==> src/hw/rtl/bph_pkg.sv <==
// shared types, constants and helpers of the byte pair histogram
package bph_pkg;

   localparam int COUNT_BITS = 16;
   localparam int CELL_BITS  = 16;
   localparam int OUT_BITS   = 16;
   localparam int PROD_BITS  = COUNT_BITS + 16;
   localparam int REM_BITS   = COUNT_BITS + 8;

   localparam logic [COUNT_BITS-1:0] COUNT_MAX = {COUNT_BITS{1'b1}};
   localparam logic [CELL_BITS-1:0]  CELL_LAST = {CELL_BITS{1'b1}};

   localparam int CSR_INDEX_BITS = 4;
   localparam logic [CSR_INDEX_BITS-1:0] CSR_ALPHA_STEP = 4'd0;
   localparam logic [CSR_INDEX_BITS-1:0] CSR_USE_PEAK   = 4'd1;

   localparam logic FUNC_PUSH = 1'b0;
   localparam logic FUNC_READ = 1'b1;

   localparam logic [7:0] ALPHA_MAX  = 8'd255;
   localparam logic [7:0] PEAK_SCALE = 8'd255;

   typedef enum logic [2:0] {
      ST_CLEAR,
      ST_IDLE,
      ST_LOOKUP,
      ST_ALPHA,
      ST_DELIVER
   } top_state_type;

   typedef enum logic [1:0] {
      AL_IDLE,
      AL_CHECK,
      AL_DIVIDE
   } alpha_state_type;

   typedef struct packed {
      logic                  start;
      logic [COUNT_BITS-1:0] count;
      logic [COUNT_BITS-1:0] peak;
      logic [7:0]            step;
      logic                  use_peak;
   } alpha_req_type;

   typedef struct packed {
      logic       done;
      logic [7:0] alpha;
   } alpha_rsp_type;

   // clamp a count to the 16-bit result fields
   function automatic logic [OUT_BITS-1:0] sat_out(input logic [COUNT_BITS-1:0] value);
      logic [OUT_BITS-1:0] result;
      if (COUNT_BITS > OUT_BITS && value > COUNT_BITS'({OUT_BITS{1'b1}})) begin
         result = {OUT_BITS{1'b1}};
      end else begin
         result = OUT_BITS'(value);
      end
      return result;
   endfunction

endpackage

==> src/hw/rtl/bph_alpha.sv <==
// alpha unit: count times gain, then saturate or divide by peak one quotient bit a cycle
module bph_alpha
   import bph_pkg::*;
(
   input  logic          clock,
   input  logic          reset,
   input  alpha_req_type alpha_req,
   output alpha_rsp_type alpha_rsp
);

   alpha_state_type       state_ff, state_in;
   logic [PROD_BITS-1:0]  prod_ff, prod_in;
   logic [COUNT_BITS-1:0] peak_ff, peak_in;
   logic                  use_peak_ff, use_peak_in;
   logic [REM_BITS-1:0]   rem_ff, rem_in;
   logic [REM_BITS-1:0]   div_ff, div_in;
   logic [7:0]            quot_ff, quot_in;
   logic [2:0]            bit_ff, bit_in;
   logic                  done_ff, done_in;
   logic [7:0]            alpha_ff, alpha_in;
   logic [15:0]           scale;
   logic                  fits;

   // gain becomes 255*step in peak mode, so one multiply serves both modes
   assign scale = alpha_req.use_peak ? (16'(alpha_req.step) * 16'(PEAK_SCALE))
                                     : 16'(alpha_req.step);
   // quotient below 256 exactly when product is below peak*256
   assign fits  = prod_ff < (PROD_BITS'(peak_ff) << 8);

   always_comb begin
      state_in = state_ff;
      unique case (state_ff)
         AL_IDLE: begin
            if (alpha_req.start) begin
               state_in = AL_CHECK;
            end
         end
         AL_CHECK: begin
            if (use_peak_ff && peak_ff != '0 && fits) begin
               state_in = AL_DIVIDE;
            end else begin
               state_in = AL_IDLE;
            end
         end
         AL_DIVIDE: begin
            if (bit_ff == '0) begin
               state_in = AL_IDLE;
            end
         end
         default: state_in = AL_IDLE;
      endcase
   end

   always_comb begin
      prod_in     = prod_ff;
      peak_in     = peak_ff;
      use_peak_in = use_peak_ff;
      rem_in      = rem_ff;
      div_in      = div_ff;
      quot_in     = quot_ff;
      bit_in      = bit_ff;
      done_in     = 1'b0;
      alpha_in    = alpha_ff;
      unique case (state_ff)
         AL_IDLE: begin
            if (alpha_req.start) begin
               prod_in     = PROD_BITS'(alpha_req.count) * PROD_BITS'(scale);
               peak_in     = alpha_req.peak;
               use_peak_in = alpha_req.use_peak;
            end
         end
         AL_CHECK: begin
            rem_in  = REM_BITS'(prod_ff);
            div_in  = REM_BITS'(peak_ff) << 7;
            quot_in = '0;
            bit_in  = 3'd7;
            if (!use_peak_ff) begin
               done_in  = 1'b1;
               alpha_in = (prod_ff > PROD_BITS'(ALPHA_MAX)) ? ALPHA_MAX : prod_ff[7:0];
            end else if (peak_ff == '0) begin
               done_in  = 1'b1;
               alpha_in = '0;
            end else if (!fits) begin
               done_in  = 1'b1;
               alpha_in = ALPHA_MAX;
            end
         end
         AL_DIVIDE: begin
            if (rem_ff >= div_ff) begin
               rem_in  = rem_ff - div_ff;
               quot_in = {quot_ff[6:0], 1'b1};
            end else begin
               quot_in = {quot_ff[6:0], 1'b0};
            end
            div_in = div_ff >> 1;
            bit_in = bit_ff - 3'd1;
            if (bit_ff == '0) begin
               done_in  = 1'b1;
               alpha_in = quot_in;
            end
         end
         default: begin
         end
      endcase
   end

   always_ff @(posedge clock) begin
      if (reset) begin
         state_ff <= AL_IDLE;
         done_ff  <= 1'b0;
      end else begin
         state_ff <= state_in;
         done_ff  <= done_in;
      end
      prod_ff     <= prod_in;
      peak_ff     <= peak_in;
      use_peak_ff <= use_peak_in;
      rem_ff      <= rem_in;
      div_ff      <= div_in;
      quot_ff     <= quot_in;
      bit_ff      <= bit_in;
      alpha_ff    <= alpha_in;
   end

   assign alpha_rsp.done  = done_ff;
   assign alpha_rsp.alpha = alpha_ff;

endmodule

==> config.mk <==
export PLATFORM = sky130hd
export DESIGN_NAME = bph_alpha
export DESIGN_NICKNAME = d
export VERILOG_FILES = /design/src/hw/rtl/bph_pkg.sv /design/src/hw/rtl/bph_alpha.sv
export SDC_FILE = /design/constraint.sdc
export NUM_CORES = 1
export LEC_CHECK = 0
export BUFFER_PORTS_ARGS = -buffer_cell sky130_fd_sc_hd__buf_4
export CAP_MARGIN = 10
export CORE_ASPECT_RATIO = 0.8
export CORE_MARGIN = 3
export CORE_UTILIZATION = 30
export CTS_BUF_LIST = sky130_fd_sc_hd__clkbuf_16
export CTS_CLUSTER_DIAMETER = 40
export CTS_CLUSTER_SIZE = 14
export DETAILED_ROUTE_END_ITERATION = 7
export GPL_TIMING_DRIVEN = 0
export REMOVE_ABC_BUFFERS = 1
export SLEW_MARGIN = 0
export SYNTH_ARGS = -nofsm -noshare
export SYNTH_HDL_FRONTEND = slang
export SYNTH_SLANG_ARGS = --single-unit
==> constraint.sdc <==
create_clock -name clock -period 28.9 [get_ports clock]
set_input_delay 1.445 -clock clock [delete_from_list [all_inputs] [get_ports clock]]
set_output_delay 1.445 -clock clock [all_outputs]
set_load 0.01 [all_outputs]
==> out/metrics.csv, run 1 <==
metric;value;unit
netlist-cell-type-count;78;
clock_latency;420;ps
vias_per_cell;4.86;
grt_pass1_wl;64.9;mm
drive_above_1_share;7.26;%
io_buffers;52;
finalCritPeriodShare;38.0;%
vias;11900;
syn_area_per_cell;9.56;sq um
yosys.area.top_type;fa_1;
wire_per_inst;16.3;um
hold_viol;0;
cts_tree;built;
ys_top_cells_by_area;fa_1 (27%), edfxtp_1 (21%), ha_1 (14%);
synth_seq_cells;117;
crit_path_frequent_cell;fa_1;
hp-start;state_ff[1];
status;finished clean;
fmax;91.0;MHz
cts_inserted_buffers;17;
cts-hold-fix-buffers;0;
diodes;0;
row_count;75;
dieHeight;215;um
io_pins;53;
grt_pass1_vias;12300;
final.fill_count;5404;
antenna_found_initial;0;
dr.pass1.iters;6;
clock_path_buffers;2;
tns;0;ps
ys.flop_type;edfxtp_1;
hpwl;31.9;mm
synth_top_area_share;27.2;%
fin_nets;2189;
clock_skew;7.18;ps
grt_overflow;0;
worstPathArrival;11140;ps
required;29060;ps
startpoint_type;primary input;
syn_area;0.0164;sq mm
dieArea;0.0575;sq mm
drc_errors;0;
htreeDepth;4;
min-delay-path-class;reg2reg;
grt_max_degree;80;
synth_warnings;0;
async_flop_share;0;%
rsz0062_at_grt;no;
cp_max_fo;21;
yosysMostFrequentCell;inv_1;
crit_start;alpha_req[1];
cap_viol_max_count;0;
cpMaxStageDelayCell;nor3_2;
dieWidth;267;um
ys_seq_area_share;21.2;%
relSlewSlack;22.3;%
grt_util_all_layers;14.1;%
drv_slew;0;
core;0.0532;sq mm
postCtsSetupBuffers;0;
ys_top_cells_by_count;inv_1 (333), fa_1 (223), nand2_1 (191);
end_kind;flop;
crit_type;in2reg;
finalSetupViolations;0;
crit_path_max_incr_delay;710;ps
cts_sinks;117;
drtIter0Drc;1026;
synthCells;1715;
finalCriticalPeriod;10990;ps
gp_congestion;0.847;
clkTransAtPathRegs;50;ps
worstMarginPinSlew;1160;ps
area_growth;9.87;%
ant_nets;0;
start_util;30.8;%
cts_resized;0;
finalWirelength;39.9;mm
synth_edf_count;114;
root_buffer;clkbuf_16;
r2r_start;div_ff[0];
## worst max-delay path, delay by kind of cell
| kind | cells | cell delay [ps] |
|---|---|---|
| adder cells (fa/ha/maj) | 12 | 5590 |
| AO/OA/AOI/OAI | 12 | 2510 |
| AND/OR/NAND/NOR | 3 | 920 |
| buffers and inverters | 5 | 470 |
| XOR/XNOR | 1 | 180 |
## layer usage
layer  routed length [um]  vias to the layer above  GRT usage, %
li1                     -                     5614             -
met1                19400                     5813          20.9
met2                17300                      385          21.6
met3                 2650                       54          2.25
met4                  529                        0          2.85
met5                    0                        -             0
## kinds of logic (layout without fill, tap and decap cells)
family	after synthesis	count (layout)	share of synthesized area [%]
AND/OR/NAND/NOR	485	485	13.8
adder cells (fa/ha/maj)	408	408	41.3
buffers and inverters	391	425	9.03
AO/OA/AOI/OAI	232	232	9.88
flip-flops	117	117	21.2
XOR/XNOR	61	61	3.35
multiplexers	21	21	1.41
## cell type report
| cell class | count | area (sq um) | area share [%] |
|---|---|---|---|
| well taps | 693 | 867 | 4.81 |
| repair buffers | 60 | 479 | 2.66 |
| flip-flops and latches | 117 | 3480 | 19.3 |
| clock inverters | 14 | 57.6 | 0.319 |
| clock buffers | 17 | 425 | 2.36 |
| inverters | 334 | 1250 | 6.96 |
| multi-input cells | 1207 | 11500 | 63.6 |
## path summary, 6_finish.rpt
kind / cells past startpoint / endpoint / slack [ps]
min: 2 / state_ff[1] / 520
max reg2reg: 9 / rem_ff[18] / 25560
max: 33 / prod_ff[28] / 17910
min reg2reg: 2 / state_ff[1] / 520
## cells in the final DEF, fill, tap and decap left out, types with 6 or more instances in the layout
| cell | instances |
|---|---|
| xor2_1 | 22 |
| nand4_1 | 9 |
| nor2_1 | 103 |
| o21a_1 | 7 |
| nand2_1 | 191 |
| o21bai_1 | 8 |
| a211oi_1 | 7 |
| ha_1 | 183 |
| nor2b_1 | 7 |
| o21ai_0 | 54 |
| and2_1 | 55 |
| fa_1 | 223 |
| inv_1 | 338 |
| nor4_1 | 11 |
| a2bb2oi_1 | 8 |
| clkinv_1 | 6 |
| nor3_1 | 13 |
| xnor2_1 | 37 |
| mux2_2 | 17 |
| buf_4 | 57 |
| a21o_1 | 29 |
| nand3_1 | 53 |
| a21oi_1 | 55 |
| o21ai_1 | 6 |
| and3_1 | 14 |
| edfxtp_1 | 114 |
| clkbuf_16 | 17 |
## stage by stage
| stage | instance area [sq um] | hold WS (ps) | setup slack (ps) | util, % | std cells |
|---|---|---|---|---|---|
| 2_1_floorplan | 16200 | 479 | 18710 | - | 1658 |
| 4_1_cts | 18000 | 527 | 17970 | 33.9 | 2442 |
| 5_1_grt | 18000 | 554 | 17390 | 33.9 | 2442 |
| 3_5_place_dp | 17500 | 512 | 17590 | 33.0 | 2411 |
| 6_report | 18000 | 525 | 17910 | 33.9 | 2442 |
| 3_3_place_gp | 17400 | 494 | 17670 | 32.8 | 2403 |
## state kept, by name, summed over array words and instances, names as in the netlist
| name | count |
|---|---|
| prod_ff | 32 |
| bit_ff | 3 |
| alpha_ff | 8 |
| div_ff | 23 |
| use_peak_ff | 1 |
| quot_ff | 7 |
| peak_ff | 16 |
| state_ff | 2 |
| rem_ff | 24 |
| done_ff | 1 |
Power of run 1 is not shown: default switching activity piles up to over one toggle a cycle in this logic, so the estimate is an artifact.
==> run 2, diff against run 1 <==
- clock period: 28.9 -> 9.5 ns (I/O delays scaled with it)
==> out/metrics.csv, run 2 (synthesis gave the netlist of run 1 again) <==
metric;value;unit;change
status;finished clean;;
final.fill_count;5375;;-0.54%
top_register;prod_ff;;
gr-usage-met2;21.7;%;+0.078 points
grt_util_all_layers;14.1;%;+0.063 points
cts-hold-fix-buffers;0;;unchanged
fin_nets;2213;;+1.1%
finalCritPeriodShare;97.2;%;
gp_congestion;0.847;;unchanged
min-delay-path-class;in2reg;;
use_met1;20.9;%;+0.035 points
clkTransAtPathRegs;50;ps;about the same
end_kind;flop;;
relSlewSlack;37.1;%;+15 points
core;0.0532;sq mm;unchanged
drtIter0Drc;934;;-9.0%
grt_pass1_wl;65.2;mm;+0.52%
root_buffer;clkbuf_16;;
clock_latency;420;ps;about the same
dieWidth;267;um;unchanged
grt.met3_usage;2.36;%;+0.10 points
fmax;108;MHz;
dieArea;0.0575;sq mm;unchanged
crit_path_max_incr_delay;570;ps;-140 ps
grt_overflow;0;;unchanged
htreeDepth;4;;unchanged
multi_input_area;0.0117;sq mm;+2.4%
required;9660;ps;-19,400 ps
finalWirelength;40.4;mm;+1.3%
dr.pass1.iters;5;;-1
crit_type;in2reg;;
cts_tree;built;;
largest_register_ffs;32;;unchanged
worstMarginPinSlew;937;ps;-220 ps
io_pins;53;;unchanged
final_common_cell;inv_1;;
drc_errors;0;;unchanged
dieHeight;215;um;unchanged
layout_common_cells;inv_1 (335), fa_1 (220), nand2_1 (191);;
startpoint_type;primary input;;
ff2ff_setup_slack;6160;ps;-19,400 ps
area_growth;12.8;%;
cap_viol_max_count;0;;unchanged
top_usage_layer;met2;;
io_buffers;52;;unchanged
cpMaxStageDelayCell;fa_1;;
start_util;30.8;%;unchanged
cp_max_fo;8;;-62%
diodes;0;;unchanged
wire_per_inst;16.4;um;+0.33%
worstPathArrival;9390;ps;-1750 ps
finalNonFillerCells;2466;;+0.98%
finalSetupViolations;0;;unchanged
grt_pass1_vias;12400;;+0.62%
dp_cells;2411;;unchanged
grt_max_degree;80;;unchanged
cts_inserted_buffers;17;;unchanged
rsz0062_at_grt;yes;;
seqCellArea;0.00348;sq mm;unchanged
cts_sinks;117;;unchanged
hold_viol;0;;unchanged
finalCriticalPeriod;9230;ps;
clock_skew;6.97;ps;-0.213 ps
drv_slew;0;;unchanged
drive_above_1_share;10.8;%;+3.6 points
row_count;75;;unchanged
vias_per_cell;4.84;;-0.41%
vias;11900;;+0.57%
antenna_found_initial;0;;unchanged
crit_path_frequent_cell;fa_1;;
largest_registers;prod_ff (32), rem_ff (24), div_ff (23);;
clock_path_buffers;2;;unchanged
hpwl;31.9;mm;unchanged
ant_nets;0;;unchanged
-- run 2: cell count changes in the layout (fill, tap and decap cells not counted), sizes merged --
cell      delta
buf         +24
clkinvlp     +3
inv          -3
-- run 2: layout make-up --
| class | count | share of cell area [%] |
|---|---|---|
| Clock inverter | 14 | 0.311 |
| Multi-Input combinational cell | 1207 | 63.4 |
| Timing Repair Buffer | 84 | 3.62 |
| Inverter | 334 | 6.84 |
| Clock buffer | 17 | 2.30 |
| Sequential cell | 117 | 18.8 |
| Tap cell | 693 | 4.69 |
-- run 2: per-layer routing --
layer | wire length (um) | vias to the layer above
met3 | 2480 | 46
met1 | 19700 | 5870
met5 | 0 | -
li1 | - | 5660
met4 | 499 | 0
met2 | 17700 | 358
-- run 2: repair_timing --
action | 4_1_cts | 5_1_grt
pin swaps | 4 | 15
endpoints found under the setup margin | 11 | 13
hold endpoints to repair | 0 | 0
gates resized for setup | 19 | 44
buffers inserted | 6 | 18
-- run 2: final timing paths --
path           startpoint           to  depth (start not counted)
max reg2reg     div_ff[0]   rem_ff[23]                          9
max          alpha_req[6]  prod_ff[28]                         33
min          alpha_req[9]   peak_ff[0]                          1
min reg2reg   state_ff[1]  state_ff[1]                          2
-- run 2: metrics by stage --
step	hold WS (ps)	setup TNS, ps	area, sq um	setup WS, ps	util, %
after global routing	220	-204	18500	-64.0	34.8
after global placement	494	-6830	17400	-764	32.8
after detailed placement	512	-8100	17500	-844	33.0
final	233	0	18500	270	34.8
after floorplan	479	0	16200	279	-
after CTS	221	0	18200	0.867	34.2
-- run 2: worst max-delay path: cells and delay by family --
kind	cells	cell delay [ps]
AOI/OAI and AO/OA	9	1750
xor gates and xnor gates	1	190
buffers and inverters	8	700
and+or+nand+nor	3	600
adders and majority gates	12	5660
Power of run 2 is left out for the same reason.
==> run 3, diff against run 2 <==
- ABC_CLOCK_PERIOD_IN_PS: default -> 9500
- REMOVE_ABC_BUFFERS: 1 -> default
==> out/metrics.csv, run 3 (synthesis gave the netlist of run 1 again) <==
metric;value;unit;change
layout_common_cells;inv_1 (328), fa_1 (219), nand2_1 (191);;
reg2regPathDepth;9;;unchanged
grt_util_all_layers;15.3;%;+1.1 points
cts_sinks;117;;unchanged
grt_max_degree;42;;-48%
grt_pass1_vias;12900;;+3.9%
syn-num-nets;2167;;
cts_inserted_buffers;17;;unchanged
antenna_found_initial;1;;+1
area_growth;15.7;%;
io_pins;53;;unchanged
largest_registers;prod_ff (32), rem_ff (24), div_ff (23);;
drive_above_1_share;12.0;%;+1.2 points
crit_path_end;prod_ff[25];;
cpMaxStageDelayCell;fa_1;;
grt_overflow;0;;unchanged
seqCellArea;0.00348;sq mm;unchanged
worstMarginPinSlew;1180;ps;+247 ps
finalWirelength;42.5;mm;+5.3%
fin_nets;2265;;+2.3%
crit_start;alpha_req[5];;
crit_path_max_incr_delay;570;ps;about the same
startpoint_type;primary input;;
drv_slew;0;;unchanged
cp_max_fo;8;;unchanged
hpwl;35.1;mm;+10%
row_count;75;;unchanged
relSlewSlack;20.2;%;-17 points
grt_pass1_wl;69.2;mm;+6.1%
finalNonFillerCells;2520;;+2.2%
end_kind;flop;;
io_buffers;52;;unchanged
required;9680;ps;+20 ps
clock_latency;430;ps;about the same
hold_viol;0;;unchanged
dieWidth;267;um;unchanged
crit_path_frequent_cell;fa_1;;
finalSetupViolations;0;;unchanged
cap_viol_max_count;0;;unchanged
wire_per_inst;16.9;um;+3.1%
drc_errors;0;;unchanged
tns;0;ps;unchanged
dieArea;0.0575;sq mm;unchanged
vias_per_cell;4.89;;+1.1%
worst-path-buf-inv;9;;+1
worstPathArrival;9400;ps;about the same
final.fill_count;5360;;-0.28%
multi_input_area;0.0119;sq mm;+1.2%
top_register;prod_ff;;
finalCritPeriodShare;97.0;%;-0.12 points
core;0.0532;sq mm;unchanged
dp_cells;2462;;+2.1%
r2r-end;rem_ff[13];;
min-delay-path-class;in2reg;;
postPlaceCellArea;0.0177;sq mm;+1.0%
gp_congestion;0.961;;+14%
stdcell_area;0.0190;sq mm;+2.6%
largest_register_ffs;32;;unchanged
final_common_cell;inv_1;;
ant_nets;0;;unchanged
status;finished clean;;
clkTransAtPathRegs;60;ps;about the same
vias;12300;;+3.3%
clock_skew;12.8;ps;+5.81 ps
drtIter0Drc;874;;-6.4%
dieHeight;215;um;unchanged
clock_path_buffers;2;;unchanged
htreeDepth;4;;unchanged
cts_tree;built;;
r2r_start;div_ff[0];;
root_buffer;clkbuf_16;;
start_util;30.8;%;unchanged
crit_type;in2reg;;
path_delay_family;adder cells;;
cts-hold-fix-buffers;0;;unchanged
path_depth;34;;+3.0%
finalCriticalPeriod;9220;ps;-11.4 ps
dr.pass1.iters;5;;unchanged
ff2ff_setup_slack;6090;ps;-70 ps
fmax;108;MHz;+0.12%
[run 3: cell count changes in the layout (fill, tap and decap cells not counted), sizes merged]
cell / delta
clkinvlp: +5
buf: +2
clkbuf: +50
diode: +1
clkinv: -7
inv: +1
bufinv: +2
[run 3: per-layer routing]
| layer | wire [um] | up-vias | global-route usage, % |
|---|---|---|---|
| li1 | - | 5783 | - |
| met1 | 19500 | 6097 | 21.6 |
| met2 | 18800 | 404 | 23.4 |
| met3 | 3530 | 48 | 3.89 |
| met4 | 713 | 0 | 3.62 |
| met5 | 0 | - | 0 |
[run 3: per-stage QoR]
step                      util (%)  worst slack [ps]  hold WS, ps
after detailed placement      33.3             -1060          514
after global placement        33.2              -997          502
after floorplan                  -               275          479
after global routing          35.7             -49.6          203
final                         35.7               281          220
after CTS                     34.9             -2.22          197
[run 3: layout make-up]
class	instances	share of cell area (%)
inverters	334	6.69
diodes	1	0.0132
well taps	693	4.57
clock inverters	15	0.890
multi-input cells	1207	62.6
repair buffers	81	3.42
flip-flops and latches	117	18.4
plain buffers	55	1.25
clock buffers	17	2.24
[run 3: how the worst min path moves through the flow]
stage	from	endpoint	slack (ps)	cells after the start
floorplan	state_ff[1]	state_ff[1]	480	2
global placement	state_ff[1]	state_ff[1]	500	2
detailed placement	state_ff[1]	state_ff[1]	510	2
CTS	reset	state_ff[0]	200	2
global route	alpha_req[11]	peak_ff[2]	200	1
finish	alpha_req[11]	peak_ff[2]	220	1
[run 3: worst reg2reg max path, delay by kind of cell (launching register included)]
family | cells | cell delay (ps)
and+or+nand+nor | 2 | 320
adders and majority gates | 2 | 640
AOI/OAI and AO/OA | 5 | 1690
DFF | 1 | 370
[run 3: repair_timing]
item / in CTS / in global routing
setup endpoints to repair: 13 / 14
pin swaps: 7 / 28
gates resized for setup: 26 / 73
setup buffers: 13 / 14
Power of run 3 is left out for the same reason.
